$ cat src/hw/rtl/mapcf_pkg.sv
`timescale 1ns / 1ps
// ----------------------------------------------------------------------------
// Path conflict finder package
// Shared field widths, command and result codes, controller states and the
// command/status bundles between controller and datapath.
// ----------------------------------------------------------------------------
package mapcf_pkg;

  localparam int unsigned CmdW      = 2;
  localparam int unsigned RobotW    = 3;
  localparam int unsigned CoordW    = 8;
  localparam int unsigned KindW     = 2;
  localparam int unsigned TimeW     = 8;
  localparam int unsigned CostW     = 12;
  localparam int unsigned LongW     = 9;
  localparam int unsigned RobotsCfgW = 4;
  localparam int unsigned ApbAddrW  = 3;
  localparam int unsigned ApbDataW  = 32;

  localparam logic [RobotsCfgW-1:0] RobotsReset = 4'd2;

  // Register index, taken from paddr[2].
  localparam logic RegRobots = 1'b0;
  localparam logic RegCost   = 1'b1;

  typedef enum logic [CmdW-1:0] {
    CmdClear  = 2'd0,
    CmdAppend = 2'd1,
    CmdFind   = 2'd2
  } cmd_e;

  typedef enum logic [KindW-1:0] {
    KindNone   = 2'd0,
    KindVertex = 2'd1,
    KindEdge   = 2'd2,
    KindEmpty  = 2'd3
  } kind_e;

  typedef enum logic [2:0] {
    StIdle,
    StScan,
    StCheck,
    StLoad,
    StDrain,
    StAdv,
    StVertex,
    StEdge
  } state_e;

  typedef struct packed {
    logic clear;
    logic append;
    logic start;
    logic scan;
    logic idx_clr;
    logic ld;
    logic adv;
    logic vtx;
    logic edge_chk;
    logic fin;
  } dp_cmd_t;

  typedef struct packed {
    logic idx_last;
    logic err;
    logic mk_zero;
    logic init;
    logic vtx_hit;
    logic edge_hit;
    logic t_last;
  } dp_sts_t;

endpackage

$ cat src/hw/rtl/mapcf_ctrl.sv
`timescale 1ns / 1ps
// ----------------------------------------------------------------------------
// Path conflict finder controller
// Sequences the scan, cell load, vertex and edge phases of a find and owns
// the result valid flag.
// ----------------------------------------------------------------------------
module mapcf_ctrl (
  input  logic                    clk_i,
  input  logic                    rst_ni,
  input  logic                    in_valid_i,
  input  logic [mapcf_pkg::CmdW-1:0] in_cmd_i,
  output logic                    in_ready_o,
  output logic                    out_valid_o,
  input  logic                    out_ready_i,
  input  mapcf_pkg::dp_sts_t      sts_i,
  output mapcf_pkg::dp_cmd_t      cmd_o
);
  import mapcf_pkg::*;

  state_e state_q, state_d;
  logic   out_valid_q, out_valid_d;
  logic   accept;

  always_ff @(posedge clk_i or negedge rst_ni) begin
    if (!rst_ni) begin
      state_q     <= StIdle;
      out_valid_q <= 1'b0;
    end else begin
      state_q     <= state_d;
      out_valid_q <= out_valid_d;
    end
  end

  always_comb begin
    state_d     = state_q;
    cmd_o       = '0;
    in_ready_o  = 1'b0;
    accept      = 1'b0;
    unique case (state_q)
      StIdle: begin
        in_ready_o = !out_valid_q || out_ready_i;
        accept     = in_valid_i && in_ready_o;
        if (accept) begin
          unique case (in_cmd_i)
            CmdClear:  cmd_o.clear  = 1'b1;
            CmdAppend: cmd_o.append = 1'b1;
            CmdFind: begin
              cmd_o.start = 1'b1;
              state_d     = StScan;
            end
            default: ;
          endcase
        end
      end
      StScan: begin
        cmd_o.scan = 1'b1;
        if (sts_i.idx_last) begin
          cmd_o.idx_clr = 1'b1;
          state_d       = StCheck;
        end
      end
      StCheck: begin
        if (sts_i.err || sts_i.mk_zero) begin
          cmd_o.fin = 1'b1;
          state_d   = StIdle;
        end else begin
          state_d = StLoad;
        end
      end
      StLoad: begin
        cmd_o.ld = 1'b1;
        if (sts_i.idx_last) state_d = StDrain;
      end
      StDrain: begin
        // The last read lands in the lookahead row during this cycle.
        cmd_o.idx_clr = 1'b1;
        state_d       = sts_i.init ? StAdv : StVertex;
      end
      StAdv: begin
        cmd_o.adv = 1'b1;
        state_d   = StLoad;
      end
      StVertex: begin
        cmd_o.vtx = 1'b1;
        if (sts_i.vtx_hit) begin
          cmd_o.fin = 1'b1;
          state_d   = StIdle;
        end else if (sts_i.idx_last) begin
          cmd_o.idx_clr = 1'b1;
          if (sts_i.t_last) begin
            cmd_o.fin = 1'b1;
            state_d   = StIdle;
          end else begin
            state_d = StEdge;
          end
        end
      end
      StEdge: begin
        cmd_o.edge_chk = 1'b1;
        if (sts_i.edge_hit) begin
          cmd_o.fin = 1'b1;
          state_d   = StIdle;
        end else if (sts_i.idx_last) begin
          cmd_o.idx_clr = 1'b1;
          state_d       = StAdv;
        end
      end
      default: state_d = StIdle;
    endcase

    out_valid_d = out_valid_q;
    if (out_valid_q && out_ready_i) out_valid_d = 1'b0;
    if (cmd_o.fin) out_valid_d = 1'b1;
  end

  assign out_valid_o = out_valid_q;

endmodule

$ cat config.mk
export PLATFORM = sky130hd
export DESIGN_NAME = mapcf_ctrl
export DESIGN_NICKNAME = d
export VERILOG_FILES = /design/src/hw/rtl/mapcf_pkg.sv /design/src/hw/rtl/mapcf_ctrl.sv
export SDC_FILE = /design/constraint.sdc
export NUM_CORES = 1
export LEC_CHECK = 0
export BUFFER_PORTS_ARGS = -buffer_cell sky130_fd_sc_hd__buf_2
export CAP_MARGIN = 20
export CORE_MARGIN = 2
export CORE_UTILIZATION = 25
export DETAILED_ROUTE_END_ITERATION = 8
export GPL_ROUTABILITY_DRIVEN = 0
export GPL_TIMING_DRIVEN = 1
export SLEW_MARGIN = 20
export SYNTH_ARGS = -nofsm -noshare
export SYNTH_HDL_FRONTEND = slang
export SYNTH_SLANG_ARGS = --single-unit
$ cat constraint.sdc
create_clock -name clk_i -period 1.6 [get_ports clk_i]
set_clock_uncertainty 0.15 [all_clocks]
set_input_delay 0.08 -clock clk_i [delete_from_list [all_inputs] [get_ports clk_i]]
set_output_delay 0.08 -clock clk_i [all_outputs]
set_load 0.1 [all_outputs]
==> flow_metrics.py, run 1 <==
metrics = {
    "drt": {
        "detail_route.vias_per_cell": 4.75,
        "dr.pass1.iters": 3,
        "route.detailed.drc": 0,
        "routed_wl_mm": 1.48,
        "post_drt_wl_per_cell_um": 11.5,
        "dr_total_vias": 613,
        "drtIter0Drc": 8,
        "postRouteAntennaNets": 0,
    },
    "setup_path": {
        "path_buf_inv": 1,
        "cp_cell_sequence": "nand2b_4, and3_4, nand2_4, nor3b_4, buf_12",
        "worstPathMaxFanout": 3,
        "r2r_start": "state_q[2]",
        "regToRegSetupSlack_ps": -10,
        "critPathMaxStageDelay_ps": 490,
        "cp-start-kind": "flop",
        "path_depth": 5,
        "reg2reg_to": "state_q[2]",
        "critPathLaunch": "out_valid_o",
        "cp-endpoint": "cmd_o[7]",
        "crit_family": "simple AND/OR/NAND/NOR gates",
        "slowest_stage": "dfrtp_4",
        "cp.arrival_ps": 1490,
        "crit_type": "flop to output pin",
        "cp-end-kind": "output pin",
        "reg2regPathDepth": 6,
        "required_ps": 1370,
    },
    "synth": {
        "syn_inst": 61,
        "syn-cell-area_um2": 459,
        "post-synth-top-area-cell": "dfrtp_1",
        "ys_top_cells_by_area": "dfrtp_1 (22%), nor2_1 (5.7%), nor3b_2 (5.4%)",
        "ys_seq_elements": 4,
        "ys_seq_area_frac": 0.218,
        "ys.flop_type": "dfrtp_1",
        "async_reset_ff_frac": 1.00,
        "synth_warnings": 0,
        "synth-edff-count": 0,
        "synth_cell_types": 34,
        "synth_top_area_share": 0.218,
        "syn-num-nets": 74,
        "syn_avg_cell_area_um2": 7.53,
    },
    "sta": {
        "holdWs_ps": 31.3,
        "fin_ws_ps": -118,
        "grt_setup_unrepaired": "true",
        "slew_headroom": 0.679,
        "finalCriticalPeriod_ps": 1720,
        "finalSetupTns_ps": -539,
        "tightest_slew_ps": 484,
        "post-route-period-util": 1.07,
        "fmax_ghz": 0.582,
        "drv_slew": 0,
        "hold_violations": 0,
        "final-setup-viol-count": 8,
    },
    "run_status": {
        "violations": "negative setup slack",
        "status": "complete, but fails checks",
    },
    "cts": {
        "cts.clk_slew.worst_paths_ps": 40,
        "cts_max_level": 1,
        "ctsLongestPathBuffers": 2,
        "cts_buffers": 3,
        "root_buffer": "clkbuf_4",
        "clk_latency_ps": 230,
        "cts_tree": "built",
        "clkSinkCount": 4,
    },
    "global_route": {
        "grt_util_all_layers": 0.159,
        "grt_max_degree": 10,
        "grt_pass1_wl_mm": 2.49,
        "met2_usage": 0.238,
        "use_met1": 0.214,
        "use_met3": 0.0154,
        "grt_pass1_vias": 611,
        "antenna_found_initial": 0,
        "grt.busiest_layer": "met2",
        "overflow": 0,
    },
    "floorplan": {
        "rows": 15,
        "fp.dieH_um": 46.9,
        "start_util": 0.266,
        "core_area_mm2": 0.00173,
        "dieWidth_um": 46.9,
        "dieArea_mm2": 0.00220,
        "num_io_pins": 25,
    },
    "layout": {
        "nets": 118,
        "drive_gt1_frac": 0.673,
        "syn_to_final_growth_pct": 129,
        "layout_common_cells": "buf_4 (14), buf_2 (13), buf_12 (11), inv_1 (4), nand2_1 (4)",
        "final_common_cell": "buf_4",
        "final_cell_count_no_fill": 129,
        "n_antenna_cell": 0,
    },
    "placement": {
        "port_buffers": 24,
        "dp_cells": 114,
        "pre_cts_ws_ps": 31.8,
        "hpwl_mm": 1.09,
    },
    "min_path": {
        "hold_class": "input port to asynchronous set/reset pin",
    },
    "flow_run": {
        "drv_cap": 0,
    },
}
## final cells by class
| type | count | area (um^2) |
|---|---|---|
| fillers | 156 | 673 |
| repair buffers | 43 | 444 |
| multi-input cells | 47 | 419 |
| flip-flops and latches | 4 | 108 |
| well taps | 25 | 31.3 |
| clock buffers | 4 | 26.3 |
| inverters | 6 | 25.0 |
## routing by layer
metal / routed length, um / vias to the layer above
li1: - / 310
met5: 0 / -
met3: 62 / 4
met4: 27 / 0
met1: 685 / 281
met2: 708 / 18
## worst register-to-register path, delay by kind of cell, from the launching register on
family	cells	cell delay, ps
buffers and inverters	2	310
AOI/OAI and AO/OA	1	200
DFF	1	430
and+or+nand+nor	3	390
## cells by family after synthesis
kind of cell,after synthesis,synth area share
AND/OR/NAND/NOR,31,0.406
buffers and inverters,10,0.112
AO/OA/AOI/OAI,16,0.264
flip-flops,4,0.218
## state kept, by name, indices dropped and copies added, names as in the netlist
| name | flops |
|---|---|
| out_valid_o | 1 |
| state_q | 3 |
## metrics by stage
| stage | util | area, um^2 |
|---|---|---|
| global placement | 0.525 | 906 |
| detailed placement | 0.525 | 906 |
| floorplan | - | 564 |
| CTS | 0.591 | 1020 |
| global route | 0.610 | 1050 |
| finish | 0.610 | 1050 |
## cell usage after synthesis (2+ instances only)
master	instances
buf_2	2
o21ai_0	2
nand2b_1	3
inv_1	5
nor3b_2	2
nand4_1	2
dfrtp_1	4
nand3_1	2
nor3_1	2
a21oi_1	3
nor2_1	7
nand2_1	5
## worst min path at each step
stage / start / to / cells after the start
final: rst_ni / out_valid_o / 2
after global routing: rst_ni / out_valid_o / 2
after CTS: rst_ni / out_valid_o / 2
after detailed placement: rst_ni / state_q[0] / 1
after global placement: rst_ni / out_valid_o / 1
after floorplan: rst_ni / state_q[0] / 0
## what timing repair did
action,in CTS,in global routing
endpoints found under the hold margin,5,0
hold buffers,2,0
pin swaps,3,8
setup endpoints to repair,6,12
resized for setup,8,4
setup buffers,6,4
Power of run 1 is not shown: default switching activity piles up to over one toggle a cycle in this logic, so the estimate is an artifact.
==> inputs of run 2 (changes only) <==
- clock period: 1.6 -> 1.9 ns (I/O delays scaled with it)
==> run 2 against run 1 <==
Compared with the run above: the flow now finishes without violations; critical path depth is the same; sequential cell count is the same; register-to-register slack gained 300 ps; non-clock buffer count shrank 11; via count shrank 6.9%; die area is the same; core utilization shrank 10 points; routed wire length shrank 9.6%; sequential share of layout area grew 2.1 points; first-iteration DRC count grew 38%; count of clock-buffer cells in the layout is the same; cell count shrank 8.5%; largest cell class is now multi-input gates; highest routed layer is now met3.
==> flow_metrics.py, run 2 (synthesis gave the netlist of run 1 again) <==
metrics = {
    "floorplan": {
        "start_util": 0.266,
        "core_area_mm2": 0.00173,
        "fp.dieH_um": 46.9,
        "rows": 15,
        "dieArea_mm2": 0.00220,
        "num_io_pins": 25,
        "dieWidth_um": 46.9,
    },
    "layout": {
        "final_util": 0.508,
        "final_common_cell": "buf_2",
        "syn_to_final_growth_pct": 91.0,
        "layout_common_cells": "buf_2 (17), buf_12 (7), buf_4 (6), inv_1 (5), nand2_1 (5)",
        "n_antenna_cell": 0,
        "nets": 107,
        "regMostFlops": "state_q",
        "largest_reg_flops": 3,
        "drive_gt1_frac": 0.591,
    },
    "placement": {
        "port_buffers": 24,
        "hpwl_mm": 1.09,
        "pre_cts_ws_ps": 225,
    },
    "drt": {
        "wl_met1_um": 565,
        "post_drt_wl_per_cell_um": 11.4,
        "wl_met3_um": 87,
        "route.detailed.drc": 0,
        "drtIter0Drc": 11,
        "routed_wl_mm": 1.34,
        "highest_layer": "met3",
        "dr.pass1.iters": 4,
        "wl_met2_um": 689,
        "postRouteAntennaNets": 0,
        "dr_total_vias": 571,
        "detail_route.vias_per_cell": 4.84,
    },
    "cts": {
        "root_buffer": "clkbuf_4",
        "cts.clk_slew.worst_paths_ps": 40,
        "cts_max_level": 1,
        "clkSinkCount": 4,
        "cts_buffers": 3,
        "ctsLongestPathBuffers": 2,
        "cts_tree": "built",
        "clk_latency_ps": 240,
    },
    "global_route": {
        "antenna_found_initial": 0,
        "grt_max_degree": 13,
        "overflow": 0,
        "grt_pass1_vias": 526,
        "grt_pass1_wl_mm": 2.16,
        "grt_util_all_layers": 0.140,
    },
    "setup_path": {
        "required_ps": 1650,
        "crit_family": "simple AND/OR/NAND/NOR gates",
        "worstPathMaxFanout": 9,
        "cp-end-kind": "output pin",
        "cp-start-kind": "flop",
        "crit_type": "flop to output pin",
        "cp_cell_sequence": "inv_4, and3_4, nand2_4, nor3b_4, buf_12",
        "slowest_stage": "dfrtp_2",
        "path_buf_inv": 2,
        "critPathMaxStageDelay_ps": 480,
        "reg2regPathDepth": 5,
        "cp.arrival_ps": 1570,
        "path_depth": 5,
    },
    "sta": {
        "slew_headroom": 0.678,
        "fmax_ghz": 0.551,
        "drv_slew": 0,
        "post-route-period-util": 0.955,
        "fin_ws_ps": 86.1,
        "tightest_slew_ps": 486,
        "hold_violations": 0,
        "final-setup-viol-count": 0,
        "finalCriticalPeriod_ps": 1810,
        "holdWs_ps": 38.2,
    },
    "run_status": {
        "status": "finished clean",
    },
    "min_path": {
        "hold_class": "input port to asynchronous set/reset pin",
    },
    "flow_run": {
        "drv_cap": 0,
    },
}
run 2: cell count changes in the layout (fill, tap and decap cells not counted), sizes merged:
| cell | previous run | this run |
|---|---|---|
| buf | 41 | 30 |
run 2: timing repair:
action	CTS	global route
gates resized for setup	2	3
buffers inserted	0	4
endpoints found under the hold margin	5	0
setup endpoints to repair	3	3
hold buffers	2	0
run 2: layer usage:
layer,up-vias,global-route usage
li1,290,-
met1,263,0.181
met2,18,0.211
met3,0,0.0346
met4,0,0.0833
met5,-,0
run 2: area by class of cell:
| type | instances | area, um^2 |
|---|---|---|
| Fill cell | 177 | 850 |
| Multi-Input combinational cell | 47 | 397 |
| Timing Repair Buffer | 32 | 290 |
| Sequential cell | 4 | 108 |
| Tap cell | 25 | 31.3 |
| Clock buffer | 4 | 26.3 |
| Inverter | 6 | 25.0 |
run 2: path summary, 6_finish.rpt:
path                                    end        start  slack, ps
worst min-delay path            out_valid_o       rst_ni         40
worst min register to register  out_valid_o  out_valid_o        410
worst max register to register   state_q[1]   state_q[2]        290
max in group asynchronous       out_valid_o       rst_ni       1440
worst max-delay path               cmd_o[8]   state_q[1]         90
min in group clk_i               state_q[2]     sts_i[6]         50
run 2: metrics by stage:
stage	setup TNS (ps)	cell area (um^2)	cells
finish	0	877	118
global placement	0	791	108
CTS	0	840	114
floorplan	-1490	554	61
global route	-2.12	877	118
detailed placement	0	791	108
Power of run 2 is left out for the same reason.
==> inputs of run 3 (changes only) <==
- CELL_PAD_IN_SITES_DETAIL_PLACEMENT: unset -> 1
- CELL_PAD_IN_SITES_GLOBAL_PLACEMENT: unset -> 2
- CORE_UTILIZATION: 25 -> 21
- PLACE_DENSITY_LB_ADDON: unset -> 0.1
==> run 3 against run 2 <==
Compared with the run above: first-iteration DRC count down 73%; fmax rose by 0.63%; global-route usage shrank 1.5 points; setup slack better by 11 ps; register-to-register slack barely moved; design area grew 8.0%; die area is 17% higher; largest cell class unchanged; via count grew 1.1%; sequential share of layout area down 0.91 points.
==> flow_metrics.py, run 3 (synthesis gave the netlist of run 1 again) <==
metrics = {
    "floorplan": {
        "num_io_pins": 25,
        "start_util": 0.227,
        "core_area_mm2": 0.00202,
        "rows": 16,
        "dieArea_mm2": 0.00258,
        "fp.dieH_um": 50.8,
        "dieWidth_um": 50.8,
    },
    "drt": {
        "postRouteAntennaNets": 0,
        "detail_route.vias_per_cell": 4.69,
        "route.detailed.drc": 0,
        "dr.pass1.iters": 3,
        "routed_wl_mm": 1.53,
        "drtIter0Drc": 3,
        "post_drt_wl_per_cell_um": 12.4,
        "dr_total_vias": 577,
    },
    "global_route": {
        "overflow": 0,
        "grt_max_degree": 12,
        "grt_util_all_layers": 0.126,
        "antenna_found_initial": 0,
        "grt_pass1_vias": 537,
        "grt_pass1_wl_mm": 2.44,
    },
    "layout": {
        "largest_reg_flops": 3,
        "syn_to_final_growth_pct": 106,
        "multi_input_area_um2": 399,
        "nets": 110,
        "fillCellCount": 245,
        "drive_gt1_frac": 0.615,
        "final_common_cell": "buf_2",
        "n_antenna_cell": 0,
        "layout_common_cells": "buf_2 (14), buf_12 (10), buf_4 (9), inv_1 (5), nand2_1 (5)",
        "regMostFlops": "state_q",
        "final-seq-area_um2": 108,
        "final_util": 0.468,
    },
    "sta": {
        "final-setup-viol-count": 0,
        "fmax_ghz": 0.555,
        "drv_slew": 0,
        "finalCriticalPeriod_ps": 1800,
        "hold_violations": 0,
        "tightest_slew_ps": 485,
        "holdWs_ps": 37.5,
        "slew_headroom": 0.679,
        "fin_ws_ps": 97.5,
        "grt_setup_unrepaired": "false",
        "post-route-period-util": 0.949,
    },
    "cts": {
        "ctsLongestPathBuffers": 2,
        "cts_buffers": 3,
        "cts_max_level": 1,
        "clk_latency_ps": 240,
        "clkSinkCount": 4,
        "cts.clk_slew.worst_paths_ps": 40,
        "cts_tree": "built",
        "root_buffer": "clkbuf_4",
    },
    "setup_path": {
        "cp.arrival_ps": 1560,
        "crit_type": "input port to output pin",
        "cp-end-kind": "output pin",
        "critPathMaxStageDelay_ps": 520,
        "regToRegSetupSlack_ps": 280,
        "worstPathMaxFanout": 3,
        "crit_family": "buffers and inverters",
        "cp-start-kind": "input port",
        "reg2reg_to": "state_q[2]",
        "required_ps": 1650,
        "r2r_start": "state_q[2]",
        "path_buf_inv": 3,
        "cp_cell_sequence": "dlygate4sd3_1, buf_2, nand2b_1, and3_4, nand2_4, nor3b_4, buf_12",
        "slowest_stage": "dlygate4sd3_1",
        "reg2regPathDepth": 5,
    },
    "min_path": {
        "hold_class": "input port to asynchronous set/reset pin",
    },
    "run_status": {
        "status": "finished clean",
    },
    "flow_run": {
        "drv_cap": 0,
    },
    "placement": {
        "pre_cts_ws_ps": 235,
        "hpwl_mm": 1.20,
        "port_buffers": 24,
    },
}
run 3: worst max path at each step:
stage	cells past startpoint	start	slack (ps)	endpoint
floorplan	4	out_valid_o	-460	cmd_o[7]
global placement	4	state_q[1]	230	state_q[0]
detailed placement	4	state_q[1]	240	state_q[0]
CTS	4	state_q[0]	20	cmd_o[0]
global route	7	out_ready_i	1	cmd_o[8]
finish	7	out_ready_i	100	cmd_o[8]
run 3: cell type report:
cell class,count,share of cell area
clock buffer,4,0.0277
tap,27,0.0357
sequential,4,0.114
multi-input combinational,47,0.421
inverter,6,0.0238
timing repair buffer,35,0.378
run 3: routing by layer:
layer / GRT usage / up-vias / wire [um]
li1: - / 291 / -
met1: 0.170 / 266 / 676
met2: 0.195 / 16 / 774
met3: 0.00298 / 4 / 44
met4: 0.0811 / 0 / 30
met5: 0 / - / 0
run 3: worst reg2reg max path: cells and delay by family (launching register included):
family	cells	cell delay, ps
compound gates	2	470
buf+inv	2	290
flops	1	440
simple gates	1	210
run 3: timing repair:
item | CTS | global route
pin swaps | 0 | 2
resized for setup | 1 | 4
hold endpoints to repair | 5 | 0
buffers inserted | 0 | 5
hold buffers | 2 | 0
setup endpoints to repair | 1 | 3
run 3: through the flow:
| step | std cells | setup TNS (ps) | cell area [um^2] |
|---|---|---|---|
| finish | 123 | 0 | 947 |
| detailed placement | 112 | 0 | 853 |
| global placement | 112 | 0 | 853 |
| global route | 123 | 0 | 947 |
| floorplan | 61 | -1490 | 554 |
| CTS | 118 | 0 | 901 |
Power of run 3 is left out for the same reason.
